===== src/design/skt_pkg.sv =====
// ----------------------------------------------------------------------------
// skt_pkg: shared types and helpers for the sorted keyed table
// Request/response payloads, table record layout, opcodes, status codes,
// identifier normalization and sort key selection.
// ----------------------------------------------------------------------------
`default_nettype none

package skt_pkg;

  localparam int unsigned CAPACITY_DEF = 32;
  localparam int unsigned ID_CHARS_DEF = 6;
  localparam int unsigned ID_MAX_CHARS = 6;
  localparam int unsigned CHAR_W       = 8;
  localparam int unsigned PLATE_W      = ID_MAX_CHARS * CHAR_W;
  localparam int unsigned MILE_W       = 24;
  localparam int unsigned DATE_W       = 20;
  localparam int unsigned COUNT_W      = 6;

  typedef enum logic [1:0] {
    OP_INSERT = 2'd0,
    OP_LOOKUP = 2'd1,
    OP_REMOVE = 2'd2,
    OP_POP    = 2'd3
  } op_e;

  typedef enum logic [1:0] {
    STAT_OK   = 2'd0,
    STAT_MISS = 2'd1,
    STAT_FULL = 2'd2
  } status_e;

  typedef enum logic [2:0] {
    ST_IDLE,
    ST_SCAN,
    ST_SHIFT_DN,
    ST_SHIFT_UP,
    ST_DONE
  } state_e;

  typedef struct packed {
    op_e                op;
    logic [PLATE_W-1:0] plate_chars;
    logic [MILE_W-1:0]  mileage_in;
    logic [DATE_W-1:0]  date_in;
  } req_t;

  typedef struct packed {
    status_e            status;
    logic [PLATE_W-1:0] plate_out;
    logic [MILE_W-1:0]  mileage_out;
    logic [DATE_W-1:0]  date_out;
    logic [COUNT_W-1:0] entry_count;
  } rsp_t;

  typedef struct packed {
    logic [PLATE_W-1:0] plate;
    logic [MILE_W-1:0]  mileage;
    logic [DATE_W-1:0]  date;
  } entry_t;

  // cut at first NUL and after keep chars, fold A-Z to lower case
  function automatic logic [PLATE_W-1:0] normalize_id(logic [PLATE_W-1:0] raw,
                                                      int unsigned keep);
    logic [PLATE_W-1:0] res;
    logic               alive;
    logic [CHAR_W-1:0]  c;
    res   = '0;
    alive = 1'b1;
    for (int unsigned i = 0; i < ID_MAX_CHARS; i++) begin
      c = raw[PLATE_W-1-CHAR_W*i -: CHAR_W];
      if (i >= keep || c == '0) begin
        alive = 1'b0;
      end
      if (alive) begin
        if (c inside {[8'h41:8'h5A]}) begin
          c = c + 8'h20;
        end
        res[PLATE_W-1-CHAR_W*i -: CHAR_W] = c;
      end
    end
    return res;
  endfunction

  function automatic logic [MILE_W-1:0] key_of(entry_t e, logic by_date);
    return by_date ? MILE_W'(e.date) : e.mileage;
  endfunction

endpackage

`default_nettype wire


===== src/design/skt_ram.sv =====
// ----------------------------------------------------------------------------
// skt_ram: generic single-port-write, single-port-read RAM
// One write and one registered read per cycle; contents undefined at reset.
// ----------------------------------------------------------------------------
`default_nettype none

module skt_ram #(
  parameter int unsigned WIDTH = 8,
  parameter int unsigned DEPTH = 32,
  localparam int unsigned AW = (DEPTH > 1) ? $clog2(DEPTH) : 1
) (
  input  wire logic             clk_i,
  input  wire logic             we_i,
  input  wire logic [AW-1:0]    waddr_i,
  input  wire logic [WIDTH-1:0] wdata_i,
  input  wire logic             re_i,
  input  wire logic [AW-1:0]    raddr_i,
  output logic      [WIDTH-1:0] rdata_o
);

  logic [WIDTH-1:0] mem [DEPTH];

  always_ff @(posedge clk_i) begin
    if (we_i) begin
      mem[waddr_i] <= wdata_i;
    end
    if (re_i) begin
      rdata_o <= mem[raddr_i];
    end
  end

endmodule

`default_nettype wire


===== src/design/sorted_keyed_table_top.sv =====
// ----------------------------------------------------------------------------
// sorted_keyed_table_top: bounded table of records kept sorted by one key
// Insert in key order, look up / remove by identifier, remove front entry.
// ----------------------------------------------------------------------------
// One request at a time. A request walks the table through the RAM read port
// one entry per cycle until its position or match is found, then an insert or
// remove shifts the entries behind it one per cycle, reusing the same port
// pair. A refused insert into a full table goes straight to the result. The
// result is held in an output register, so a new request is taken while a
// result waits. The sort key register only affects later inserts; the
// existing order is kept.
`default_nettype none

module sorted_keyed_table_top #(
  parameter int unsigned CAPACITY = skt_pkg::CAPACITY_DEF,
  parameter int unsigned ID_CHARS = skt_pkg::ID_CHARS_DEF
) (
  input  wire logic          clk_i,
  input  wire logic          rst_ni,
  input  wire logic          cfg_we_i,
  input  wire logic          cfg_wdata_i,
  input  wire logic          req_valid_i,
  output logic               req_stall_o,
  input  wire skt_pkg::req_t req_i,
  output logic               rsp_valid_o,
  input  wire logic          rsp_stall_i,
  output skt_pkg::rsp_t      rsp_o
);

  import skt_pkg::*;

  localparam int unsigned AW   = $clog2(CAPACITY);
  localparam int unsigned CW   = $clog2(CAPACITY + 1);
  localparam int unsigned KEEP = (ID_CHARS < ID_MAX_CHARS) ? ID_CHARS : ID_MAX_CHARS;
  localparam int unsigned EW   = $bits(entry_t);
  localparam logic [CW-1:0] CAP = CW'(CAPACITY);

  state_e        state_q, state_d;
  logic          sort_q;
  logic [CW-1:0] cnt_q, cnt_d;
  logic [CW-1:0] idx_q, idx_d;
  logic [CW-1:0] pos_q, pos_d;
  logic [CW-1:0] chk_idx_q, chk_idx_d;
  logic          chk_v_q, chk_v_d;
  logic [CW-1:0] wr_addr_q, wr_addr_d;
  logic          wr_v_q, wr_v_d;
  op_e           op_q, op_d;
  entry_t        nent_q, nent_d;
  entry_t        res_q, res_d;
  status_e       stat_q, stat_d;
  logic          rsp_valid_q, rsp_valid_d;
  rsp_t          rsp_q, rsp_d;

  logic          ram_we, ram_re;
  logic [CW-1:0] ram_waddr, ram_raddr;
  entry_t        ram_wdata;
  logic [EW-1:0] ram_rdata;
  entry_t        rd_ent;
  logic          hit;
  logic [MILE_W-1:0] rd_key, new_key;

  skt_ram #(
    .WIDTH(EW),
    .DEPTH(CAPACITY)
  ) u_ram (
    .clk_i  (clk_i),
    .we_i   (ram_we),
    .waddr_i(ram_waddr[AW-1:0]),
    .wdata_i(ram_wdata),
    .re_i   (ram_re),
    .raddr_i(ram_raddr[AW-1:0]),
    .rdata_o(ram_rdata)
  );

  assign rd_ent  = entry_t'(ram_rdata);
  assign rd_key  = key_of(rd_ent, sort_q);
  assign new_key = key_of(nent_q, sort_q);

  always_comb begin
    case (op_q)
      OP_INSERT: hit = (chk_idx_q == '0) ? (rd_key > new_key) : (rd_key >= new_key);
      OP_LOOKUP,
      OP_REMOVE: hit = (rd_ent.plate == nent_q.plate);
      OP_POP:    hit = 1'b1;
      default:   hit = 1'b0;
    endcase
  end

  always_ff @(posedge clk_i or negedge rst_ni) begin
    if (!rst_ni) begin
      state_q     <= ST_IDLE;
      sort_q      <= 1'b0;
      cnt_q       <= '0;
      idx_q       <= '0;
      chk_v_q     <= 1'b0;
      wr_v_q      <= 1'b0;
      rsp_valid_q <= 1'b0;
    end else begin
      state_q     <= state_d;
      if (cfg_we_i) begin
        sort_q <= cfg_wdata_i;
      end
      cnt_q       <= cnt_d;
      idx_q       <= idx_d;
      chk_v_q     <= chk_v_d;
      wr_v_q      <= wr_v_d;
      rsp_valid_q <= rsp_valid_d;
    end
  end

  always_ff @(posedge clk_i) begin
    pos_q     <= pos_d;
    chk_idx_q <= chk_idx_d;
    wr_addr_q <= wr_addr_d;
    op_q      <= op_d;
    nent_q    <= nent_d;
    res_q     <= res_d;
    stat_q    <= stat_d;
    rsp_q     <= rsp_d;
  end

  always_comb begin
    state_d     = state_q;
    cnt_d       = cnt_q;
    idx_d       = idx_q;
    pos_d       = pos_q;
    chk_idx_d   = chk_idx_q;
    chk_v_d     = 1'b0;
    wr_addr_d   = wr_addr_q;
    wr_v_d      = 1'b0;
    op_d        = op_q;
    nent_d      = nent_q;
    res_d       = res_q;
    stat_d      = stat_q;
    rsp_d       = rsp_q;
    rsp_valid_d = rsp_valid_q && rsp_stall_i;
    ram_we      = 1'b0;
    ram_waddr   = wr_addr_q;
    ram_wdata   = rd_ent;
    ram_re      = 1'b0;
    ram_raddr   = idx_q;
    req_stall_o = 1'b1;

    case (state_q)
      ST_IDLE: begin
        req_stall_o = 1'b0;
        if (req_valid_i) begin
          op_d          = req_i.op;
          nent_d.plate  = normalize_id(req_i.plate_chars, KEEP);
          nent_d.mileage = req_i.mileage_in;
          nent_d.date   = req_i.date_in;
          res_d         = '0;
          stat_d        = STAT_MISS;
          idx_d         = '0;
          if (req_i.op == OP_INSERT && cnt_q == CAP) begin
            stat_d  = STAT_FULL;
            state_d = ST_DONE;
          end else begin
            state_d = ST_SCAN;
          end
        end
      end

      ST_SCAN: begin
        if (chk_v_q && hit) begin
          case (op_q)
            OP_INSERT: begin
              pos_d   = chk_idx_q;
              idx_d   = cnt_q;
              state_d = ST_SHIFT_DN;
            end
            OP_LOOKUP: begin
              stat_d  = STAT_OK;
              res_d   = rd_ent;
              state_d = ST_DONE;
            end
            default: begin
              stat_d  = STAT_OK;
              res_d   = rd_ent;
              idx_d   = chk_idx_q + CW'(1);
              state_d = ST_SHIFT_UP;
            end
          endcase
        end else if (idx_q < cnt_q) begin
          ram_re    = 1'b1;
          ram_raddr = idx_q;
          chk_v_d   = 1'b1;
          chk_idx_d = idx_q;
          idx_d     = idx_q + CW'(1);
        end else if (!chk_v_q) begin
          if (op_q == OP_INSERT) begin
            pos_d   = cnt_q;
            idx_d   = cnt_q;
            state_d = ST_SHIFT_DN;
          end else begin
            state_d = ST_DONE;
          end
        end
      end

      // idx_q is the destination slot still to be filled from idx_q-1
      ST_SHIFT_DN: begin
        if (wr_v_q) begin
          ram_we = 1'b1;
        end
        if (idx_q > pos_q) begin
          ram_re    = 1'b1;
          ram_raddr = idx_q - CW'(1);
          wr_addr_d = idx_q;
          wr_v_d    = 1'b1;
          idx_d     = idx_q - CW'(1);
        end else if (!wr_v_q) begin
          ram_we    = 1'b1;
          ram_waddr = pos_q;
          ram_wdata = nent_q;
          stat_d    = STAT_OK;
          res_d     = nent_q;
          cnt_d     = cnt_q + CW'(1);
          state_d   = ST_DONE;
        end
      end

      // idx_q is the source slot moved to idx_q-1
      ST_SHIFT_UP: begin
        if (wr_v_q) begin
          ram_we = 1'b1;
        end
        if (idx_q < cnt_q) begin
          ram_re    = 1'b1;
          ram_raddr = idx_q;
          wr_addr_d = idx_q - CW'(1);
          wr_v_d    = 1'b1;
          idx_d     = idx_q + CW'(1);
        end else if (!wr_v_q) begin
          cnt_d   = cnt_q - CW'(1);
          state_d = ST_DONE;
        end
      end

      ST_DONE: begin
        if (!rsp_valid_q || !rsp_stall_i) begin
          rsp_d.status      = stat_q;
          rsp_d.plate_out   = res_q.plate;
          rsp_d.mileage_out = res_q.mileage;
          rsp_d.date_out    = res_q.date;
          rsp_d.entry_count = COUNT_W'(cnt_q);
          rsp_valid_d       = 1'b1;
          state_d           = ST_IDLE;
        end
      end

      default: begin
        state_d = ST_IDLE;
      end
    endcase
  end

  assign rsp_valid_o = rsp_valid_q;
  assign rsp_o       = rsp_q;

endmodule

`default_nettype wire


===== config.mk =====
export PLATFORM = sky130hd
export DESIGN_NAME = sorted_keyed_table_top
export DESIGN_NICKNAME = d
export VERILOG_FILES = /design/src/design/skt_pkg.sv /design/src/design/skt_ram.sv /design/src/design/sorted_keyed_table_top.sv
export SDC_FILE = /design/constraint.sdc
export NUM_CORES = 2
export LEC_CHECK = 0
export BUFFER_PORTS_ARGS = -buffer_cell sky130_fd_sc_hd__buf_4
export CELL_PAD_IN_SITES_DETAIL_PLACEMENT = 1
export CELL_PAD_IN_SITES_GLOBAL_PLACEMENT = 1
export CORE_UTILIZATION = 50
export CTS_BUF_LIST = sky130_fd_sc_hd__clkbuf_2
export DETAILED_ROUTE_END_ITERATION = 6
export PLACE_DENSITY = 0.72
export RECOVER_POWER = 50
export SYNTH_ARGS = -nofsm -noshare
export SYNTH_HDL_FRONTEND = slang
export SYNTH_SLANG_ARGS = --single-unit
export TNS_END_PERCENT = 30

===== constraint.sdc =====
create_clock -name clk_i -period 21.8 [get_ports clk_i]
set_input_delay 0 -clock clk_i [delete_from_list [all_inputs] [get_ports clk_i]]
set_output_delay 0 -clock clk_i [all_outputs]
set_load 0.01 [all_outputs]

==> impl_metrics.py <==
metrics = {
    "clock_network": {
        "cts_buffers": 811,
        "post-cts-setup-buffer-count": 0,
        "htree_num_levels": 6,
        "clock_latency_ns": 2.32,
        "clock_pin_slew_on_the_worst_setup_and_hold_paths_ns": 0.18,
        "clockRootBuffer": "clkbuf_2",
        "tritoncts": "built",
        "cts_max_path_buffers": 4,
        "clkSinkCount": 3360,
    },
    "sta": {
        "totalNegativeSetupSlack_ns": 0,
        "report.final.slew_viol_count": 857,
        "tightestPinTransition_ns": 6.131,
        "setup_viol": 0,
        "slew-limit-headroom_pct": -308.8,
        "finalHoldWorstSlack_ns": 0.2130,
        "rsz0062_at_grt": "false",
        "period_minus_slack_ns": 14.54,
        "highest_clock_rate_mhz": 68.80,
        "clock_skew_ns": 0.2704,
        "fin_crit_sh_pct": 66.68,
        "finalHoldViolCount": 0,
    },
    "synth": {
        "synth_sequential_area_ratio_pct": 76.93,
        "yosys.cell_types.count": 68,
        "yosys_warnings": 0,
        "synth_largest_area_cell": "edfxtp_1",
        "synth_enable_flop_cells": 3341,
        "synth_most_common_cell": "edfxtp_1",
        "synthesis.area_um2": 131000,
        "syn_avg_cell_area_um2": 14.46,
        "syn_inst": 9061,
        "yosys_register_bits": 3360,
        "ys.flop_type": "edfxtp_1",
        "synth_async_sr_flop_share_pct": 0.5655,
        "syn-num-nets": 9215,
        "synth_largest_type_area_fraction_pct": 76.56,
        "synth_top_cells_by_area": "edfxtp_1 77%, nand2_1 7.3%, mux2i_1 3.0%",
        "synth_top_cells_by_count": "3,341 x edfxtp_1, 2,532 x nand2_1, 749 x nand3_1",
    },
    "cells_and_area": {
        "finalCoreUtilization_pct": 56.75,
        "stdcell_count": 14230,
        "drive_gt1_share_pct": 14.34,
        "finalNetCount": 10300,
        "fin_area_um2": 147600,
        "area_growth_syn_to_layout_pct": 12.67,
    },
    "worst_setup_path": {
        "critical_path_peak_fanout": 55,
        "timing_worst_setup_path_type": "register to register",
        "critPathTopFamily": "buffers and inverters",
        "crit_slowest_cell": "clkbuf_1",
        "crit_path_dat_ns": 16.25,
        "endpoint_kind": "register",
        "cpPeakStageDelay_ns": 3.40,
        "cp_num_buf_inv": 5,
        "cp-start-kind": "register",
        "critPathRequiredTime_ns": 23.51,
        "cell_chain_of_the_critical_path": "nand2b_1 -> nor2_4 -> clkbuf_1 -> nand2_1 -> nor2_1 -> clkbuf_1 -> a31oi_1 -> nor3_2 -> buf_4 -> buf_4 -> buf_4",
        "cp_common_cell": "buf_4",
    },
    "drt": {
        "drt-vias-per-instance": 6.319,
        "drt_iter0_markers": 12070,
        "avgRoutedWirePerCell_um": 32.54,
        "antenna_violating_nets_post_route": 0,
        "vias": 89930,
        "first_pass_iters": 7,
        "drt_drc_violations_left": 2,
        "routed_wl_um": 463100,
    },
    "floorplanning": {
        "floorplan.initialDensity_pct": 50.36,
        "floorplan.die_area_um2": 264100,
        "top_level_ports": 202,
        "std_cell_rows": 187,
        "die_y_um": 513.9,
        "floorplan_die_width_um": 513.9,
        "placeableCoreArea_um2": 260200,
    },
    "hold_path": {
        "path_category_of_the_worst_min_delay_check": "input pin to register",
    },
    "placed_design": {
        "dpl_cell_area_um2": 136600,
        "placed_cells": 12390,
        "numPortBuffers": 201,
        "place_hpwl_um": 230800,
        "gp_routability_congestion": 0.8281,
    },
    "global_route": {
        "antenna_violations_before_repair": 18,
        "overall_global_routing_resource_usage_pct": 34.45,
        "via_count_of_the_first_global_routing_pass": 92500,
        "grt_remaining_overflow": 0,
        "largest_net_degree_at_the_start_of_global_routing": 168,
        "wire_length_of_the_first_global_routing_pass_um": 652400,
    },
    "status": {
        "failed_checks": "DRC, capacitance limit, slew limit",
        "run_status": "finished with violations",
    },
    "pwr": {
        "leakagePower_uw": 0.05058,
        "power.density_cell_area_nw_per_um2": 131.9,
        "vdd.ir_drop.worst_mv": 0.1088,
    },
    "flow_run": {
        "max_cap_viol_count": 22,
    },
}
==> repair_timing <==
action,4_1_cts,5_1_grt
setup endpoints to repair,0,0
resized for setup,0,0
hold buffers,442,0
hold endpoints to repair,414,0
==> final timing paths <==
| path | endpoint | slack [ns] | startpoint | cells after the start |
|---|---|---|---|---|
| worst min register to register | rsp_o[64] | 0.38 | res_q[58] | 0 |
| min in group asynchronous | idx_q[0] | 0.74 | rst_ni | 6 |
| max in group asynchronous | idx_q[4] | 20.30 | rst_ni | 6 |
| worst max register to register | u_ram.mem[10][63] | 7.26 | state_q[2] | 11 |
| worst min-delay path | nent_q[24] | 0.21 | req_i[24] | 5 |
| worst max-delay path | u_ram.mem[10][63] | 7.26 | state_q[2] | 11 |
==> state kept, by name, indices dropped and copies added, names as in the netlist, 2 cells and up <==
signal	count
chk_idx_q	6
cnt_q	6
idx_q	6
nent_q	92
op_q	2
pos_q	6
res_q	92
rsp_o	100
stat_q	2
state_q	3
u_ram.mem	2944
u_ram.rdata_o	92
wr_addr_q	5
==> cell usage in the layout, fill, tap and decap left out, drive strengths merged, types with 5 or more instances in the layout <==
cell type / instances
buf: 205
nor3: 52
mux2i: 393
and3: 10
xor2: 26
a31oi: 384
nand2: 2532
ha: 53
clkbuf: 1331
dlygate4sd3: 442
nor4b: 5
o21ai: 41
a22o: 88
dfrtp: 19
a211oi: 6
xnor2: 38
a32oi: 370
clkinvlp: 7
nand3: 749
inv: 65
mux2: 22
nor2: 40
and2: 28
a21o: 8
nand2b: 21
o31ai: 8
nor4: 104
nor2b: 13
edfxtp: 3341
a21oi: 37
nand4: 14
o21a: 12
bufinv: 8
diode: 5
clkinv: 202
==> power by group <==
| group | switching (µW) | internal, µW | total, µW |
|---|---|---|---|
| sequential | 376 | 8780 | 9150 |
| clock | 2650 | 1540 | 4190 |
| combinational | 4670 | 1460 | 6130 |
| total | 7690 | 11800 | 19500 |
==> stage by stage <==
| step | power (µW) | setup WS (ns) |
|---|---|---|
| global route | 20100 | 7.670 |
| CTS | 19290 | 13.07 |
| finish | 19470 | 7.264 |
| global placement | 14900 | 13.53 |
| detailed placement | 15150 | 13.27 |
| floorplan | 12670 | 11.80 |
==> layout make-up <==
type	instances	area, µm²
multi-input combinational	5111	28180
fill	25690	112500
timing repair buffer	824	6974
clock inverter	244	1376
clock buffer	1154	5776
sequential	3360	100800
inverter	38	142.6
tap	3496	4374
antenna	5	12.51
==> tightest hold or removal path, delay by kind of cell <==
kind,cells,cell delay (ns)
buffers and inverters,5,2.33
==> cell families after synthesis <==
| kind of cell | after synthesis | synth area share [%] |
|---|---|---|
| and+or+nand+nor | 3581 | 11.45 |
| DFF | 3360 | 76.93 |
| AOI/OAI and AO/OA | 997 | 5.708 |
| buffers and inverters | 590 | 1.765 |
| muxes | 415 | 3.191 |
| xor gates and xnor gates | 64 | 0.4392 |
| adders and majority gates | 54 | 0.5214 |
==> routing by layer <==
layer	share of wire, %	vias to the layer above	GRT usage, %
met5	0.012	-	0
met4	5.3	8	17.27
met3	10	1163	6.501
met2	47	5741	55.61
met1	37	46190	44.82
li1	-	36840	-
No activity file was read; power rests on OpenSTA's default activity.
